`config.mk`:
```
export PLATFORM = sky130hd
export DESIGN_NAME = ecb_mix
export DESIGN_NICKNAME = d
export VERILOG_FILES = /design/src/rtl/ecb_pkg.sv /design/src/rtl/ecb_mix.sv
export SDC_FILE = /design/constraint.sdc
export NUM_CORES = 2
export LEC_CHECK = 0
export BUFFER_PORTS_ARGS = -buffer_cell sky130_fd_sc_hd__buf_2
export CAP_MARGIN = 20
export CORE_UTILIZATION = 60
export CTS_CLUSTER_DIAMETER = 100
export DETAILED_ROUTE_END_ITERATION = 6
export PLACE_DENSITY = 0.77
export REMOVE_ABC_BUFFERS = 1
export SLEW_MARGIN = 20
export SYNTH_ARGS = -nofsm -noshare
export SYNTH_HDL_FRONTEND = slang
export SYNTH_SLANG_ARGS = --single-unit
```
`constraint.sdc`:
```
create_clock -name clk_i -period 8.3 [get_ports clk_i]
set_clock_uncertainty 0.15 [all_clocks]
set_input_delay 0.415 -clock clk_i [delete_from_list [all_inputs] [get_ports clk_i]]
set_output_delay 0.415 -clock clk_i [all_outputs]
set_load 0.03 [all_outputs]
```
`src/rtl/ecb_pkg.sv`:
```
// shared types and constants for the edge coverage bitmap
package ecb_pkg;

  localparam int HASH_W  = 64;
  localparam int MIX_W   = 32;
  localparam int INDEX_W = 16;
  localparam int COUNT_W = 8;
  localparam int CFG_W   = 5;

  localparam logic [MIX_W-1:0] MIX_MUL_A = 32'h7feb352d;
  localparam logic [MIX_W-1:0] MIX_MUL_B = 32'h846ca68b;

  localparam logic [CFG_W-1:0] MAP_INDEX_BITS_RST = 5'd16;

  localparam logic OPC_RECORD = 1'b0;
  localparam logic OPC_READ   = 1'b1;

  typedef enum logic [2:0] {
    ST_CLEAR,
    ST_IDLE,
    ST_HASH,
    ST_READ,
    ST_RESULT
  } state_e;

endpackage

```
`src/rtl/ecb_mix.sv`:
```
// five stage pipelined 64-bit xor-shift multiply finaliser, low 32 bits out
module ecb_mix (
  input  logic                         clk_i,
  input  logic                         rst_ni,
  input  logic                         start_i,
  input  logic [ecb_pkg::HASH_W-1:0]   value_i,
  output logic                         done_o,
  output logic [ecb_pkg::MIX_W-1:0]    mix_o
);

  logic [4:0]  vld_q;
  logic [63:0] x0_q;
  logic [63:0] plo_q;
  logic [31:0] phi_q;
  logic [63:0] x1x_q;
  logic [63:0] qlo_q;
  logic [15:0] qhi_q;
  logic [31:0] mix_q;

  logic [63:0] x1;
  logic [47:0] x2;

  // only the low 32 bits of the upper partial product reach the result
  assign x1 = plo_q + {phi_q, 32'h0};
  // low 48 bits suffice for the last shift-xor
  assign x2 = qlo_q[47:0] + {qhi_q, 32'h0};

  always_ff @(posedge clk_i or negedge rst_ni) begin
    if (!rst_ni) begin
      vld_q <= '0;
    end else begin
      vld_q <= {vld_q[3:0], start_i};
    end
  end

  always_ff @(posedge clk_i) begin
    x0_q  <= value_i ^ (value_i >> 16);
    plo_q <= 64'(x0_q[31:0]) * 64'(ecb_pkg::MIX_MUL_A);
    phi_q <= 32'(x0_q[63:32] * ecb_pkg::MIX_MUL_A);
    x1x_q <= x1 ^ (x1 >> 15);
    qlo_q <= 64'(x1x_q[31:0]) * 64'(ecb_pkg::MIX_MUL_B);
    qhi_q <= 16'(x1x_q[47:32] * ecb_pkg::MIX_MUL_B[15:0]);
    mix_q <= x2[31:0] ^ x2[47:16];
  end

  assign done_o = vld_q[4];
  assign mix_o  = mix_q;

endmodule

```
* Word level (Yosys, flattened, before mapping)
Index checks and enable logic that the tools add are counted.
Storage, ports and cells: flip-flop bits (word level) 307, word-level logic and storage cells 17
Operators by class: add/subtract/negate cells 2, multipliers 4, bitwise operators 3
Operators with widths (count):
- $xor 64x48->64 | 1
- $add 63x63->63 | 1
- $mul 32x31->63 const B | 1
- $add 48x48->48 | 1
- $mul 32x32->48 const B | 1
- $xor 48x48->48 | 1
- $mul 32x31->31 const B | 1
- $xor 32x32->32 | 1
- $mul 16x16->16 const B | 1

* Depth between registers and ports, before layout
depth in word-level cells 2, depth in mapped cells 29, mapped depth without buffers 28

* Least setup slack after synthesis
No wires, ideal clock.
path kind register -> register, start register x0_q[5], end register plo_q[62], library setup time 72 ps, data arrival time 6901 ps, data required time 8078 ps, path slack 1177 ps, cell stages (with the launch flop) 25, clock period less this slack 7123 ps, path through dfxtp_1 > inv_1 > fa_1 > inv_1 > fa_1 > fa_1 > fa_1 > fa_1 > fa_1 > fa_1 > inv_1 > fa_1 > inv_1 > ha_1 > clkbuf_1 > a21o_1 > a21oi_1 > o221a_2 > o21ai_0 > nand2_1 > or3b_4 > a311oi_2 > o41ai_1 > a21oi_1 > xnor2_1
Between the ends: longest elaborated chain between the ends 1
Ends and longest elaborated chain:
- start, declared | RTL line ecb_mix.sv:12 | logic [63:0] x0_q;
- start signal, assigned | RTL line ecb_mix.sv:37 | x0_q <= value_i ^ (value_i >> 16);
- $mul 32x31->63 | RTL line ecb_mix.sv:38 | plo_q <= 64'(x0_q[31:0]) * 64'(ecb_pkg::MIX_MUL_A);
- end signal, assigned | RTL line ecb_mix.sv:38
- end, declared | RTL line ecb_mix.sv:13 | logic [63:0] plo_q;
Every way passes these cells.

* Final worst setup path
start register x0_q[9], end register plo_q[62]
Same word-level chain as after synthesis.

==> results.json <==
{
  "ios": 100,
  "avgSynthCellArea_um2": 10.3,
  "min_period_over_period_pct": 94.9,
  "layout-drive-gt1-share_pct": 4.61,
  "antenna_found_initial": 1,
  "totalWireLength_mm": 134,
  "tightest_slew_ns": 0.909,
  "root_buffer": "clkbuf_16",
  "viasPerCell": 5.32,
  "cts_tree": "built",
  "syn_inst": 5060,
  "io_buffers": 99,
  "relSlewSlack_pct": 39.2,
  "drc": 0,
  "grt_pass1_wl_mm": 213,
  "regArea_um2": 6150,
  "hold_buffers": 70,
  "synth-seq-cells": 306,
  "synth_area_um2": 52300,
  "final_cell_mix": "inv_1, fa_1, ha_1",
  "fmax_mhz": 127,
  "drv_slew": 0,
  "synth_edf_count": 0,
  "grt_use_total_pct": 31.7,
  "ys_types": 68,
  "yosys-top-cells-area": "fa_1, ha_1, inv_1",
  "start_util_pct": 61.0,
  "arrival_ns": 8.25,
  "clk_latency_ns": 0.60,
  "die_width_um": 297,
  "synth_top_flop_cell": "dfxtp_1",
  "critPathRequiredTime_ns": 8.67,
  "synth_top_area_cell": "fa_1",
  "grt_max_degree": 16,
  "report.final.setup_viol": 0,
  "fp.coreArea_um2": 85700,
  "via_count": 34500,
  "fillers": 6609,
  "htree_levels": 2,
  "post-cts-setup-buffers": 0,
  "rsz0062_at_grt": "false",
  "dp_hpwl_mm": 117,
  "die_area_um2": 88300,
  "fin_crit_ns": 7.88,
  "wl_per_cell_um": 20.6,
  "clockBufferDepth": 3,
  "slowest_delay_ns": 0.62,
  "cts-buffers-inserted": 40,
  "holdCritPathClass": "input pin to flop",
  "area_delta_synth_final_pct": 8.46,
  "ant_nets": 0,
  "detail_route.first_pass.iterations": 6,
  "cp_cell_sequence": "inv_1, fa_1, fa_1, inv_1, fa_1, fa_1, fa_1, fa_1, fa_1, inv_1, fa_1, inv_1, ha_1, nand4_1, nor3_1, o31ai_1, a21boi_2, nor2_1, or3b_4, a311oi_2, o41ai_1, a21oi_1, xnor2_1",
  "final_common_cell": "inv_1",
  "max-cap-violations": 0,
  "grt.overflow.total": 0,
  "path_class": "flop to flop",
  "globalplace.congestion": 1.03,
  "cp_common_cell": "fa_1",
  "synth_warnings": 0,
  "rows": 107,
  "grt_pass1_vias": 38700,
  "critPathCaptureType": "flop",
  "slowest_stage": "dfxtp_1",
  "clock-sinks": 306,
  "multiInputGateArea_um2": 40000,
  "dieHeight_um": 297,
  "hold_viol": 0,
  "async_reset_ff_share_pct": 1.63,
  "crit_fanout": 8,
  "fin_nets": 7343,
  "drtIter0Drc": 2056,
  "critPathLaunchType": "flop",
  "netlist.area_leader.share_pct": 38.4,
  "tns_ns": 0,
  "clk_pin_slew_ns": 0.07,
  "synth_seq_area_share_pct": 11.8,
  "status": "completed",
  "cts_resized": 0
}
## final timing paths
| kind | startpoint | to | slack (ns) | cells past startpoint |
|---|---|---|---|---|
| worst min register to register | vld_q[2]$_DFF_PN0_ | vld_q[3]$_DFF_PN0_ | 0.20 | 0 |
| worst max register to register | x0_q[9]$_DFF_P_ | plo_q[62]$_DFF_P_ | 0.42 | 23 |
| max in group asynchronous | rst_ni | vld_q[2]$_DFF_PN0_ | 7.24 | 3 |
| min in group asynchronous | rst_ni | vld_q[4]$_DFF_PN0_ | 0.56 | 3 |
| worst min-delay path | value_i[14] | x0_q[14]$_DFF_P_ | 0.04 | 2 |
| worst max-delay path | x0_q[9]$_DFF_P_ | plo_q[62]$_DFF_P_ | 0.42 | 23 |
## critical path, delay by kind of cell, from the launching register on
kind	cells	cell delay (ns)
AO/OA/AOI/OAI	5	1.17
AND/OR/NAND/NOR	4	0.81
buffers and inverters	4	0.44
adder cells (fa/ha/maj)	9	4.47
flip-flops	1	0.62
XOR/XNOR	1	0.14
## registers in the layout, summed over array words and instances (netlist names)
name	count
qhi_q	16
mix_o	32
x1x_q	48
vld_q	5
plo_q	63
phi_q	31
qlo_q	48
x0_q	63
## cells by family after synthesis
| family | share of synthesized area, % |
|---|---|
| AND/OR/NAND/NOR | 2.81 |
| flip-flops | 11.8 |
| buffers and inverters | 11.8 |
| AO/OA/AOI/OAI | 5.90 |
| XOR/XNOR | 6.31 |
| adder cells (fa/ha/maj) | 61.4 |
## cell usage after synthesis, drive strengths merged, types with 9 or more instances
master and n:
a21oi 150, nor2b 19, o31ai 9, clkbuf 19, and3 20, o21bai 35, o21ai 74, xnor2 224
a211oi 9, dfxtp 301, nand4 17, nor2 82, xor2 153, fa 1002, a31oi 13, and2 9
ha 964, nand2b 13, a211o 9, nand3 35, nor3 37, a21o 88, nand2 57, inv 1623
o21a 21
## through the flow
stage	worst slack (ns)	utilization, %	cells	cell area, µm²	hold WS, ns
2_1_floorplan	1.21	-	5041	52200	-0.0306
5_1_grt	0.0379	66.2	6483	56700	0.0144
4_1_cts	0.459	66.2	6482	56700	0.00743
6_report	0.420	66.2	6484	56700	0.0361
3_3_place_gp	0.614	63.7	6341	54600	0.0822
3_5_place_dp	0.493	63.7	6341	54600	0.0845
## metal layers
layer	vias up	routed length, µm	part of all wire, %	global-route usage [%]
met3	370	7510	5.6	4.44
met5	-	13	0.0097	0
li1	15900	-	-	-
met1	17200	53200	40	39.1
met2	1056	64700	48	54.3
met4	2	8260	6.2	16.5
## final cells by class
class / instances / area share [%]
Timing Repair Buffer: 227 / 2.88
Sequential cell: 306 / 10.8
Clock inverter: 25 / 0.660
Clock buffer: 46 / 1.86
Antenna cell: 1 / 0.00441
Tap cell: 1144 / 2.52
Inverter: 1623 / 10.7
Multi-Input combinational cell: 3112 / 70.5
Power is not shown: default switching activity piles up to over one toggle a cycle in this logic, so the estimate is an artifact.
